[config.mk]
export PLATFORM = sky130hd
export DESIGN_NAME = pending_request_aging_table_flat
export DESIGN_NICKNAME = d
export VERILOG_FILES = /design/src/hw/rtl/prat_pkg.sv /design/src/hw/rtl/prat_if.sv /design/src/hw/rtl/prat_ram.sv /design/src/hw/rtl/prat_scan_unit.sv /design/src/hw/rtl/pending_request_aging_table.sv /design/src/flat_wrapper.sv
export VERILOG_INCLUDE_DIRS = /design/src /design/src/hw/rtl
export SDC_FILE = /design/constraint.sdc
export NUM_CORES = 2
export LEC_CHECK = 0
export BUFFER_PORTS_ARGS = -buffer_cell sky130_fd_sc_hd__buf_2
export CAP_MARGIN = 0
export CORE_ASPECT_RATIO = 0.5
export CORE_UTILIZATION = 55
export CTS_BUF_LIST = sky130_fd_sc_hd__clkbuf_4
export CTS_CLUSTER_SIZE = 12
export DETAILED_ROUTE_END_ITERATION = 10
export PLACE_DENSITY = 0.74
export RECOVER_POWER = 25
export SLEW_MARGIN = 20
export SYNTH_ARGS = -nofsm -noshare
export SYNTH_HDL_FRONTEND = slang
export SYNTH_SLANG_ARGS = --single-unit
[constraint.sdc]
create_clock -name clk -period 18.6 [get_ports clk]
set_clock_uncertainty 0.2 [all_clocks]
set_input_delay 5.58 -clock clk [delete_from_list [all_inputs] [get_ports clk]]
set_output_delay 5.58 -clock clk [all_outputs]
set_load 0.01 [all_outputs]
[src/hw/rtl/pending_request_aging_table_assert.svh]
// Assertion macros, clocked on clk and disabled while arst_n is low.
`ifndef PENDING_REQUEST_AGING_TABLE_ASSERT_SVH
`define PENDING_REQUEST_AGING_TABLE_ASSERT_SVH
`ifndef NO_ASSERTIONS
`define PRAT_ASSERT_NOW(lbl, pre, post, msg) \
	lbl: assert property (@(posedge clk) disable iff (!arst_n) (pre) |-> (post)) \
		else $error(msg);
`define PRAT_ASSERT_NEXT(lbl, pre, post, msg) \
	lbl: assert property (@(posedge clk) disable iff (!arst_n) (pre) |=> (post)) \
		else $error(msg);
`else
`define PRAT_ASSERT_NOW(lbl, pre, post, msg)
`define PRAT_ASSERT_NEXT(lbl, pre, post, msg)
`endif
`endif

[src/hw/rtl/prat_pkg.sv]
package prat_pkg;
	localparam int TABLE_DEPTH = 16;
	localparam int IDX_W = $clog2(TABLE_DEPTH);
	localparam logic [IDX_W-1:0] IDX_LAST = IDX_W'(TABLE_DEPTH - 1);

	localparam logic [7:0] LIFETIME_RESET = 8'd30;
	localparam logic [4:0] COUNT_MAX = 5'd31;

	localparam logic [1:0] ST_OK = 2'd0;
	localparam logic [1:0] ST_NOT_FOUND = 2'd1;
	localparam logic [1:0] ST_FULL = 2'd2;

	typedef enum logic [1:0] {
		CMD_INSERT = 2'd0,
		CMD_TICK   = 2'd1,
		CMD_POP    = 2'd2,
		CMD_NONE   = 2'd3
	} cmd_t;

	typedef enum logic [3:0] {
		S_IDLE = 4'b0001,
		S_INS  = 4'b0010,
		S_SCAN = 4'b0100,
		S_DONE = 4'b1000
	} state_t;

	typedef struct packed {
		logic [31:0] key;
		logic [31:0] addr;
		logic [15:0] port;
		logic [7:0]  life;
		logic [31:0] stamp;
	} entry_t;

	localparam int ENTRY_W = $bits(entry_t);

	typedef struct packed {
		logic        take;
		logic [31:0] age;
		logic [7:0]  life_next;
		logic        expire;
	} scan_res_t;
endpackage

[src/hw/rtl/prat_if.sv]
interface prat_in_if;
	logic        valid;
	logic        ready;
	logic [1:0]  cmd;
	logic [31:0] request_key;
	logic [31:0] peer_addr;
	logic [15:0] peer_port;

	modport source(output valid, cmd, request_key, peer_addr, peer_port, input ready);
	modport sink(input valid, cmd, request_key, peer_addr, peer_port, output ready);
endinterface

interface prat_out_if;
	logic        valid;
	logic        ready;
	logic [1:0]  status;
	logic [31:0] found_addr;
	logic [15:0] found_port;
	logic [4:0]  expired_count;

	modport source(output valid, status, found_addr, found_port, expired_count, input ready);
	modport sink(input valid, status, found_addr, found_port, expired_count, output ready);
endinterface

[src/hw/rtl/prat_ram.sv]
module prat_ram #(
	parameter int WIDTH = 8,
	parameter int DEPTH = 16
) (
	input  logic                     clk,
	input  logic                     we,
	input  logic [$clog2(DEPTH)-1:0] waddr,
	input  logic [WIDTH-1:0]         wdata,
	input  logic                     re,
	input  logic [$clog2(DEPTH)-1:0] raddr,
	output logic [WIDTH-1:0]         rdata
);
	logic [WIDTH-1:0] mem_q [DEPTH];

	always_ff @(posedge clk) begin
		if (we) begin
			mem_q[waddr] <= wdata;
		end
		if (re) begin
			rdata <= mem_q[raddr];
		end
	end
endmodule

[src/hw/rtl/prat_scan_unit.sv]
module prat_scan_unit (
	input  prat_pkg::entry_t    ent,
	input  logic                vld,
	input  logic [31:0]         key,
	input  logic [31:0]         counter,
	input  logic                found,
	input  logic [31:0]         best_age,
	output prat_pkg::scan_res_t res
);
	always_comb begin
		res.age       = counter - ent.stamp;
		res.take      = vld && (ent.key == key) && (!found || (res.age > best_age));
		res.life_next = ent.life - 8'd1;
		res.expire    = vld && (res.life_next == 8'd0);
	end
endmodule

[src/hw/rtl/pending_request_aging_table.sv]
// channel  | dir | handshake     | word
// in_ch    | in  | valid/ready   | cmd, request_key, peer_addr, peer_port
// out_ch   | out | valid/ready   | status, found_addr, found_port, expired_count
// cfg      | in  | cfg_we        | cfg_wdata = entry_lifetime
// Insert: probes slots upward from slot 0 and fills the lowest free one (status full if none), then emits.
// Tick and pop: walk all TABLE_DEPTH slots, one slot per cycle through the entry RAM
// read port, then emit.
// Reset clears the slot valid flops at once; no clearing pass.
// Results sit in an output register; the next word is taken while it waits.
module pending_request_aging_table (
	input  logic       clk,
	input  logic       arst_n,
	input  logic       cfg_we,
	input  logic [7:0] cfg_wdata,
	prat_in_if.sink    in_ch,
	prat_out_if.source out_ch
);
	prat_pkg::state_t              state_q;
	prat_pkg::cmd_t                cmd_q;
	logic [31:0]                   key_q;
	logic [31:0]                   addr_q;
	logic [15:0]                   port_q;
	logic [prat_pkg::IDX_W-1:0]    idx_q;
	logic                          issue_q;
	logic                          rdv_q;
	logic [prat_pkg::IDX_W-1:0]    rdidx_q;
	logic [prat_pkg::TABLE_DEPTH-1:0] valid_q;
	logic [31:0]                   counter_q;
	logic [7:0]                    life_cfg_q;
	logic                          found_q;
	logic [prat_pkg::IDX_W-1:0]    best_idx_q;
	logic [31:0]                   best_age_q;
	logic [31:0]                   best_addr_q;
	logic [15:0]                   best_port_q;
	logic [4:0]                    exp_q;
	logic                          full_q;
	logic                          out_valid_q;
	logic [1:0]                    out_status_q;
	logic [31:0]                   out_addr_q;
	logic [15:0]                   out_port_q;
	logic [4:0]                    out_exp_q;

	logic                          accept;
	logic                          emit;
	logic                          ram_we;
	logic [prat_pkg::IDX_W-1:0]    ram_waddr;
	prat_pkg::entry_t              ram_wdata;
	prat_pkg::entry_t              ram_rdata;
	prat_pkg::scan_res_t           sres;
	logic                          slot_free;
	logic [1:0]                    done_status;

	assign accept    = in_ch.valid && in_ch.ready;
	assign in_ch.ready = (state_q == prat_pkg::S_IDLE);
	assign emit      = (state_q == prat_pkg::S_DONE) && (!out_valid_q || out_ch.ready);
	assign slot_free = !valid_q[idx_q];

	assign out_ch.valid         = out_valid_q;
	assign out_ch.status        = out_status_q;
	assign out_ch.found_addr    = out_addr_q;
	assign out_ch.found_port    = out_port_q;
	assign out_ch.expired_count = out_exp_q;

	prat_ram #(
		.WIDTH(prat_pkg::ENTRY_W),
		.DEPTH(prat_pkg::TABLE_DEPTH)
	) u_ram (
		.clk  (clk),
		.we   (ram_we),
		.waddr(ram_waddr),
		.wdata(ram_wdata),
		.re   ((state_q == prat_pkg::S_SCAN) && issue_q),
		.raddr(idx_q),
		.rdata(ram_rdata)
	);

	prat_scan_unit u_scan (
		.ent     (ram_rdata),
		.vld     (valid_q[rdidx_q]),
		.key     (key_q),
		.counter (counter_q),
		.found   (found_q),
		.best_age(best_age_q),
		.res     (sres)
	);

	always_comb begin
		ram_we    = 1'b0;
		ram_waddr = idx_q;
		ram_wdata = ram_rdata;
		if (state_q == prat_pkg::S_INS) begin
			ram_we          = slot_free;
			ram_waddr       = idx_q;
			ram_wdata.key   = key_q;
			ram_wdata.addr  = addr_q;
			ram_wdata.port  = port_q;
			ram_wdata.life  = life_cfg_q;
			ram_wdata.stamp = counter_q;
		end else if (state_q == prat_pkg::S_SCAN && cmd_q == prat_pkg::CMD_TICK) begin
			ram_we         = rdv_q && valid_q[rdidx_q];
			ram_waddr      = rdidx_q;
			ram_wdata.life = sres.life_next;
		end
	end

	always_comb begin
		case (cmd_q)
			prat_pkg::CMD_INSERT: done_status = full_q ? prat_pkg::ST_FULL : prat_pkg::ST_OK;
			prat_pkg::CMD_POP:    done_status = found_q ? prat_pkg::ST_OK
			                                            : prat_pkg::ST_NOT_FOUND;
			default:              done_status = prat_pkg::ST_OK;
		endcase
	end

	always_ff @(posedge clk or negedge arst_n) begin
		if (!arst_n) begin
			state_q     <= prat_pkg::S_IDLE;
			cmd_q       <= prat_pkg::CMD_NONE;
			idx_q       <= '0;
			issue_q     <= 1'b0;
			rdv_q       <= 1'b0;
			rdidx_q     <= '0;
			valid_q     <= '0;
			counter_q   <= '0;
			life_cfg_q  <= prat_pkg::LIFETIME_RESET;
			found_q     <= 1'b0;
			exp_q       <= '0;
			full_q      <= 1'b0;
			out_valid_q <= 1'b0;
		end else begin
			if (cfg_we) begin
				life_cfg_q <= cfg_wdata;
			end
			if (emit) begin
				out_valid_q <= 1'b1;
			end else if (out_ch.ready) begin
				out_valid_q <= 1'b0;
			end
			case (state_q)
				prat_pkg::S_IDLE: begin
					if (accept) begin
						cmd_q   <= prat_pkg::cmd_t'(in_ch.cmd);
						idx_q   <= '0;
						issue_q <= 1'b1;
						rdv_q   <= 1'b0;
						found_q <= 1'b0;
						exp_q   <= '0;
						full_q  <= 1'b0;
						case (prat_pkg::cmd_t'(in_ch.cmd))
							prat_pkg::CMD_INSERT: state_q <= prat_pkg::S_INS;
							prat_pkg::CMD_TICK,
							prat_pkg::CMD_POP:    state_q <= prat_pkg::S_SCAN;
							default:              state_q <= prat_pkg::S_DONE;
						endcase
					end
				end
				prat_pkg::S_INS: begin
					if (slot_free) begin
						valid_q[idx_q] <= 1'b1;
						counter_q      <= counter_q + 32'd1;
						state_q        <= prat_pkg::S_DONE;
					end else if (idx_q == prat_pkg::IDX_LAST) begin
						full_q  <= 1'b1;
						state_q <= prat_pkg::S_DONE;
					end else begin
						idx_q <= idx_q + prat_pkg::IDX_W'(1);
					end
				end
				prat_pkg::S_SCAN: begin
					rdv_q   <= issue_q;
					rdidx_q <= idx_q;
					if (issue_q) begin
						if (idx_q == prat_pkg::IDX_LAST) begin
							issue_q <= 1'b0;
						end else begin
							idx_q <= idx_q + prat_pkg::IDX_W'(1);
						end
					end
					if (rdv_q) begin
						if (cmd_q == prat_pkg::CMD_TICK) begin
							if (sres.expire) begin
								valid_q[rdidx_q] <= 1'b0;
								if (exp_q != prat_pkg::COUNT_MAX) begin
									exp_q <= exp_q + 5'd1;
								end
							end
						end else if (sres.take) begin
							found_q <= 1'b1;
						end
						if (rdidx_q == prat_pkg::IDX_LAST) begin
							state_q <= prat_pkg::S_DONE;
						end
					end
				end
				prat_pkg::S_DONE: begin
					if (emit) begin
						if (cmd_q == prat_pkg::CMD_POP && found_q) begin
							valid_q[best_idx_q] <= 1'b0;
						end
						state_q <= prat_pkg::S_IDLE;
					end
				end
				default: begin
					state_q <= prat_pkg::S_IDLE;
				end
			endcase
		end
	end

	always_ff @(posedge clk) begin
		if (accept) begin
			key_q  <= in_ch.request_key;
			addr_q <= in_ch.peer_addr;
			port_q <= in_ch.peer_port;
		end
		if (state_q == prat_pkg::S_SCAN && rdv_q && cmd_q == prat_pkg::CMD_POP && sres.take) begin
			best_idx_q  <= rdidx_q;
			best_age_q  <= sres.age;
			best_addr_q <= ram_rdata.addr;
			best_port_q <= ram_rdata.port;
		end
		if (emit) begin
			out_status_q <= done_status;
			out_addr_q   <= (cmd_q == prat_pkg::CMD_POP && found_q) ? best_addr_q : 32'd0;
			out_port_q   <= (cmd_q == prat_pkg::CMD_POP && found_q) ? best_port_q : 16'd0;
			out_exp_q    <= (cmd_q == prat_pkg::CMD_TICK) ? exp_q : 5'd0;
		end
	end

`include "pending_request_aging_table_assert.svh"

	`PRAT_ASSERT_NEXT(a_insert_adds_one, state_q == prat_pkg::S_INS && slot_free, $countones(valid_q) == $past($countones(valid_q)) + 1, "insert did not add exactly one slot")
	`PRAT_ASSERT_NEXT(a_tick_no_growth, state_q == prat_pkg::S_SCAN && cmd_q == prat_pkg::CMD_TICK, $countones(valid_q) <= $past($countones(valid_q)), "tick added a slot")
	`PRAT_ASSERT_NOW(a_miss_zero, out_valid_q && out_status_q != prat_pkg::ST_OK, out_addr_q == 32'd0 && out_port_q == 16'd0 && out_exp_q == 5'd0, "failed result carries data")
	`PRAT_ASSERT_NOW(a_scan_stop, state_q == prat_pkg::S_SCAN && !issue_q, rdv_q || state_q != prat_pkg::S_SCAN, "scan stalled with nothing in flight")
endmodule
[src/flat_wrapper.sv]
// flat-port wrapper written by rule: the top's interface ports become plain ports
module pending_request_aging_table_flat 
  (clk, arst_n, cfg_we, cfg_wdata, in_ch_valid, in_ch_cmd, in_ch_request_key, in_ch_peer_addr, in_ch_peer_port, in_ch_ready, out_ch_valid, out_ch_status, out_ch_found_addr, out_ch_found_port, out_ch_expired_count, out_ch_ready);
  prat_in_if in_ch_i ();
  prat_out_if out_ch_i ();
  input  logic clk;
  input  logic arst_n;
  input  logic cfg_we;
  input  logic [7:0] cfg_wdata;
  input wire logic [$bits(in_ch_i.valid)-1:0] in_ch_valid;
  input wire logic [$bits(in_ch_i.cmd)-1:0] in_ch_cmd;
  input wire logic [$bits(in_ch_i.request_key)-1:0] in_ch_request_key;
  input wire logic [$bits(in_ch_i.peer_addr)-1:0] in_ch_peer_addr;
  input wire logic [$bits(in_ch_i.peer_port)-1:0] in_ch_peer_port;
  output wire logic [$bits(in_ch_i.ready)-1:0] in_ch_ready;
  output wire logic [$bits(out_ch_i.valid)-1:0] out_ch_valid;
  output wire logic [$bits(out_ch_i.status)-1:0] out_ch_status;
  output wire logic [$bits(out_ch_i.found_addr)-1:0] out_ch_found_addr;
  output wire logic [$bits(out_ch_i.found_port)-1:0] out_ch_found_port;
  output wire logic [$bits(out_ch_i.expired_count)-1:0] out_ch_expired_count;
  input wire logic [$bits(out_ch_i.ready)-1:0] out_ch_ready;
  assign in_ch_i.valid = in_ch_valid;
  assign in_ch_i.cmd = in_ch_cmd;
  assign in_ch_i.request_key = in_ch_request_key;
  assign in_ch_i.peer_addr = in_ch_peer_addr;
  assign in_ch_i.peer_port = in_ch_peer_port;
  assign in_ch_ready = in_ch_i.ready;
  assign out_ch_valid = out_ch_i.valid;
  assign out_ch_status = out_ch_i.status;
  assign out_ch_found_addr = out_ch_i.found_addr;
  assign out_ch_found_port = out_ch_i.found_port;
  assign out_ch_expired_count = out_ch_i.expired_count;
  assign out_ch_i.ready = out_ch_ready;
  pending_request_aging_table u_core (.clk(clk), .arst_n(arst_n), .cfg_we(cfg_we), .cfg_wdata(cfg_wdata), .in_ch(in_ch_i), .out_ch(out_ch_i));
endmodule
# [Word-level counts from Yosys, hierarchy flattened]
# Memory sizes are Yosys's and may differ from the RTL's. A register that Yosys moved wholly into a read port is not among the register bits.
# Index checks and enable logic that the tools add are counted.
[word_totals] ram_bits=1920 ff_bits=299 mem_count=1 wordCells=172 out_inout_bits=57 in_bits=95
[classes] n_lt_le_gt_ge=7 eq_ne=27 n_addsub=5 n_reduce_logical=38 muxes=64 bitwise=6
[mem_list] memory="u_core.u_ram.mem_q" words=16 width=120 read_ports=1 rd_ports_with_merged_regs=1 wr=1 line="prat_ram.sv:13" rtl="logic [WIDTH-1:0] mem_q [DEPTH];"
[op_table] op="$mux W16" count=6
[op_table] op="$mux W80" count=1
[op_table] op="$mux W4" count=12
[op_table] op="$pmux W16 S3" count=1
[op_table] op="$add A32 B1 Y32 const B" count=1
[op_table] op="$and A16 B16 Y16" count=2
[op_table] op="$eq A32 B32 Y1" count=1
[op_table] op="$gt A32 B32 Y1" count=1
[op_table] op="$mux W32" count=1
[op_table] op="$not A16 Y16" count=2
[op_table] op="$sub A32 B32 Y32" count=1
[op_table] op="$mux W5" count=5
[op_table] op="$mux W1" count=21
[op_table] op="$mux W8" count=2
[op_table] op="$ne A2 B2 Y1 const B" count=8
[op_table] op="$or A16 B16 Y16" count=1
[op_table] op="$pmux W4 S4" count=1
[op_table] op="$logic_and A1 B1 Y1" count=15
[op_table] op="$lt A4 B5 Y1 const B" count=3
[op_table] op="$demux W1 S4" count=3
[op_table] op="$eq A4 B4 Y1 const B" count=3
[op_table] op="$ge A4 B1 Y1 const B" count=3
[op_table] op="$ne A2 B1 Y1 const B" count=6
[op_table] op="$pmux W4 S3" count=1
[op_table] op="other kinds (29)" count=46

# [Depth between registers and ports, before layout]
[logic_depth] ltp_word=10 mapped_depth=21

# [Modules after synthesis]
# From an unflattened synthesis, not the netlist that was laid out.
[unflattened] hier_cells=4636 hier_area_um2=91450.2
[by_module_without_submodules] module="prat_ram" cells_per_inst=3066 n_inst=1 area_per_inst_um2=75209.6 seq_area_each_um2=61258.8
[by_module_without_submodules] module="pending_request_aging_table" cells_per_inst=1108 n_inst=1 area_per_inst_um2=13032.5 seq_area_each_um2=8587.0
[by_module_without_submodules] module="prat_scan_unit" cells_per_inst=462 n_inst=1 area_per_inst_um2=3208.1 seq_area_each_um2=0.0

# [Least setup slack after synthesis]
# No wires, ideal clock.
[synth_timing] path_kind="reg-to-reg" start="register u_core.counter_q[0]" end="register u_core.best_addr_q[0], enable pin" synth_period_minus_slack_ns=17.674 path_stages_with_launch=18 path_slack_ns=0.926 arrival_ns=16.501 cell_sequence="dfrtp_1 > inv_1 > ha_1 > inv_1 > fa_1 > a21o_1 > a221oi_1 > o211ai_1 > nand3_1 > a21boi_0 > o21a_1 > o221a_2 > xor2_1 > ha_1 > nand4_1 > nor4_1 > o21ai_0 > a2111oi_0"
[synth_lines] item="start: declaration" line="pending_request_aging_table.sv:28" rtl="logic [31:0] counter_q;"
[synth_lines] item="start signal: assignment" line="pending_request_aging_table.sv:160" rtl="counter_q <= counter_q + 32'd1;"
[synth_lines] item="end signal: assignment" line="pending_request_aging_table.sv:219" rtl="best_addr_q <= ram_rdata.addr;"
[synth_lines] item="end: declaration" line="pending_request_aging_table.sv:33" rtl="logic [31:0] best_addr_q;"

# [Worst setup path after layout]
[layout_timing] start="register u_core.idx_q[1] (netlist name)" end="memory u_core.u_ram.mem_q[3][94] (netlist name), enable pin"
[layout_via] elab_chain_cells=6 word_cells_on_any_way=8 cone_classes="mux (7); reduce/logical (1)"
[layout_lines] item="start: declaration" line="pending_request_aging_table.sv:23" rtl="logic [prat_pkg::IDX_W-1:0] idx_q;"
[layout_lines] item="start signal: assignment" line="pending_request_aging_table.sv:166" rtl="idx_q <= idx_q + prat_pkg::IDX_W'(1);"
[layout_lines] item="start signal: assignment" line="pending_request_aging_table.sv:176" rtl="idx_q <= idx_q + prat_pkg::IDX_W'(1);"
[layout_lines] item="$bmux W1 S4" line="pending_request_aging_table.sv:56" rtl="assign slot_free = !valid_q[idx_q];"
[layout_lines] item="$mux W1 (not written as such)" line="pending_request_aging_table.sv:56"
[layout_lines] item="$logic_not A1 Y1" line="pending_request_aging_table.sv:56"
[layout_lines] item="$mux W1" line="pending_request_aging_table.sv:91" rtl="if (state_q == prat_pkg::S_INS) begin"
[layout_lines] item="$mux W1" line="prat_ram.sv:16" rtl="if (we) begin"
[layout_lines] item="$mux W1 (not written as such)" line="prat_ram.sv:17" rtl="mem_q[waddr] <= wdata;"
[layout_lines] item="end: declaration" line="prat_ram.sv:13"
# Several ways; a longest one is shown, not always the timed one. The select of a mux whose other input is x is not followed.

==> metrics.csv <==
metric;value;unit
fin_tns_setup;0;ns
gr-total-overflow;0;
numClockSinks;2339;
synth_top_family_by_area;multiplexers;
rsz0062_at_grt;false;
min_path_cells;0;
fin_area;101200;sq um
final_common_cell;edfxtp_1;
synth_cell_types;70;
maxCapViolCount;8;
seq_power_share;52.7;%
synth_cells;4255;
antenna_found_initial;2;
ant_nets;0;
place_congestion;0.8529;
min_to;u_core.best_addr_q[16]$_DFFE_PP_;
synthArstFlopShare;3.420;%
io_buffers;151;
path_class;flop to flop;
finalSetupViolCount;0;
num-nets-final;5050;
final_cell_mix;edfxtp_1, clkbuf_4, mux4_2;
drive_gt1_share;33.03;%
critPathMaxFanout;68;
hp-class;flop to flop;
max_slew_margin;-189.1;%
ys_warn_count;0;
crit_arrival;9.19;ns
switching_share;24.46;%
critPathCaptureType;flop;
min_period;8.459;ns
h-tree-depth;6;
r2r_start;u_core.idx_q[1]$_DFFE_PN0P_;
status;complete, but fails checks;
via_count;46190;
worst_pin_slew;4.336;ns
power.internal;8.825;mW
firstDrtPassIters;11;
drv_slew;394;
synth_edf_count;2259;
worstPathRequired;19.33;ns
power_frac_clock;34.0;%
grt_first_pass_wirelength;301000;um
clkTransAtPathRegs;0.07;ns
wl_per_cell;27.68;um
cts_resized;0;
numCtsBuffers;542;
clk_path_buf_depth;4;
grt_pass1_vias;47070;
synthXorXnorAreaFrac;0.9833;%
yosys-mux-area-fraction;15.24;%
hold_slack;0.2291;ns
drc;1;
p_per_area;115.4;nW/um^2
power.leakage;32.75;nW
dp_hpwl;104300;um
holdBufCountCts;0;
dieArea;166900;sq um
synth.avg_cell_area;21.35;sq um
fin_crit_sh;45.48;%
reg2regPathDepth;10;
cts_tree;yes;
ys.flop_type;edfxtp_1;
coreArea;164000;sq um
grtUsageTotal;24.80;%
synth-simple-area-share;3.158;%
io_pins;152;
ir_drop;0.00007993;V
synth_compound_gate_area_share;1.563;%
power;11.68;mW
area_growth;11.39;%
synthAdderAreaFrac;1.041;%
initial_core_util;55.41;%
die_w;576.8;um
die_h;289.4;um
hold_viol;0;
first_iter_violations;5770;
vias_per_cell;6.224;
ys_seq_area_share;76.88;%
clk_latency;1.36;ns
dpl_cell_area;94720;sq um
reg2reg_to;u_core.u_ram.mem_q[3][94]$_DFFE_PP_;
combPwrFrac;13.2;%
root_buffer;clkbuf_4;
critical_path.startpoint;u_core.idx_q[1]$_DFFE_PN0P_;
cts_setup_buffers;0;
rows;105;
hp-start;u_core.u_ram.rdata[72]$_DFFE_PP_;
violations;design-rule violations, max-capacitance violations, max-slew violations;
synth_nets;4425;
grt_max_degree;93;
synth_seq_cells;2339;
drt-total-wl;205400;um
critical_path.startpoint_type;flop;
p_sw;2.857;mW
fmax;118.2;MHz
ff2ff_setup_slack;10.14;ns
syn_area;90850;sq um
synth_stat cells, drive strengths merged, types with 5 or more instances:
library cell / count / share of area, %
edfxtp: 2259 / 75
mux4: 610 / 15
nand2: 357 / 1.5
clkbuf: 141 / 0.58
inv: 80 / 0.33
ha: 74 / 1.0
dfrtp: 73 / 2.0
o21ai: 72 / 0.40
nor2: 67 / 0.29
xnor2: 67 / 0.65
and2: 61 / 0.42
a21oi: 58 / 0.32
buf: 44 / 0.22
xor2: 35 / 0.34
nand3: 27 / 0.15
nand4: 27 / 0.20
a21o: 23 / 0.19
a31oi: 18 / 0.12
and3: 18 / 0.13
nor3: 18 / 0.12
nor2b: 11 / 0.076
mux2: 9 / 0.11
o21a: 8 / 0.066
or3: 8 / 0.055
dfstp: 7 / 0.20
nand2b: 7 / 0.048
o221ai: 7 / 0.067
nor4: 5 / 0.034
o211ai: 5 / 0.041
o32ai: 5 / 0.048
power by group through the flow:
stage                     combinational (mW)  sequential (mW)  clock [mW]
final                                   1.54             6.16        3.98
after global routing                    1.67             6.17        4.31
after CTS                               1.55             6.16        4.06
after detailed placement                1.54             6.27           0
after global placement                  1.50             6.27           0
after floorplan                         1.19             6.22           0
state kept, by name, summed over array words and instances, names as in the netlist, 32 cells and up:
name / count
u_core.best_age_q: 32
u_core.key_q: 32
u_core.u_ram.mem_q: 1920
u_core.addr_q: 32
u_core.u_ram.rdata: 120
u_core.out_ch.found_addr: 32
u_core.best_addr_q: 32
u_core.counter_q: 32
worst max-delay path, cell delays in order, from the launching register on:
cell and delay (ns):
dfrtp_1 2.56, mux4_2 0.48, mux4_2 0.60, nor2_4 0.40, nor2_1 0.13, nor2_1 0.18
nand2_1 0.26, nor2_4 0.81, buf_4 0.68, buf_4 0.70, buf_4 0.79
worst max-delay path by stage:
| stage | end | slack, ns | cells past startpoint |
|---|---|---|---|
| 2_1_floorplan | u_core.best_addr_q[0]$_DFFE_PP_ | 0.93 | 17 |
| 3_3_place_gp | u_core.addr_q[27]$_DFFE_PP_ | 10.91 | 4 |
| 3_5_place_dp | u_core.key_q[0]$_DFFE_PP_ | 10.82 | 4 |
| 4_1_cts | in_ch_ready | 10.26 | 4 |
| 5_1_grt | u_core.u_ram.mem_q[3][85]$_DFFE_PP_ | 9.97 | 10 |
| 6_report | u_core.u_ram.mem_q[3][94]$_DFFE_PP_ | 10.14 | 10 |
cell type report:
class,count,area (sq um)
Clock buffer,784,5886
Tap cell,2193,2744
Sequential cell,2339,69860
Inverter,80,302.8
Clock inverter,102,611.8
Antenna cell,6,15.01
Multi-Input combinational cell,1651,20120
Fill cell,11160,62760
Timing Repair Buffer,266,1660
metal layers:
metal  GRT usage [%]  wire length, um  up-vias
met5               0                0        -
met4           8.127             4406        0
met3           5.343            20320      337
met2           38.25            97320     2725
met1           35.94            83400    24070
li1                -                -    19060
logic make-up after synthesis:
family	after synthesis
flip-flops	2339
buffers and inverters	265
XOR/XNOR	102
AND/OR/NAND/NOR	625
adder cells (fa/ha/maj)	75
AO/OA/AOI/OAI	229
multiplexers	620
stage by stage:
stage               utilization (%)  worst slack [ns]  std cells
finish                        61.72             10.14       7421
global route                  61.72             9.972       7421
CTS                           61.73             10.26       7413
detailed placement            57.77             10.82       6527
global placement              57.75             10.91       6526
floorplan                         -            0.9257       4255
(Power assumes the default switching activity.)
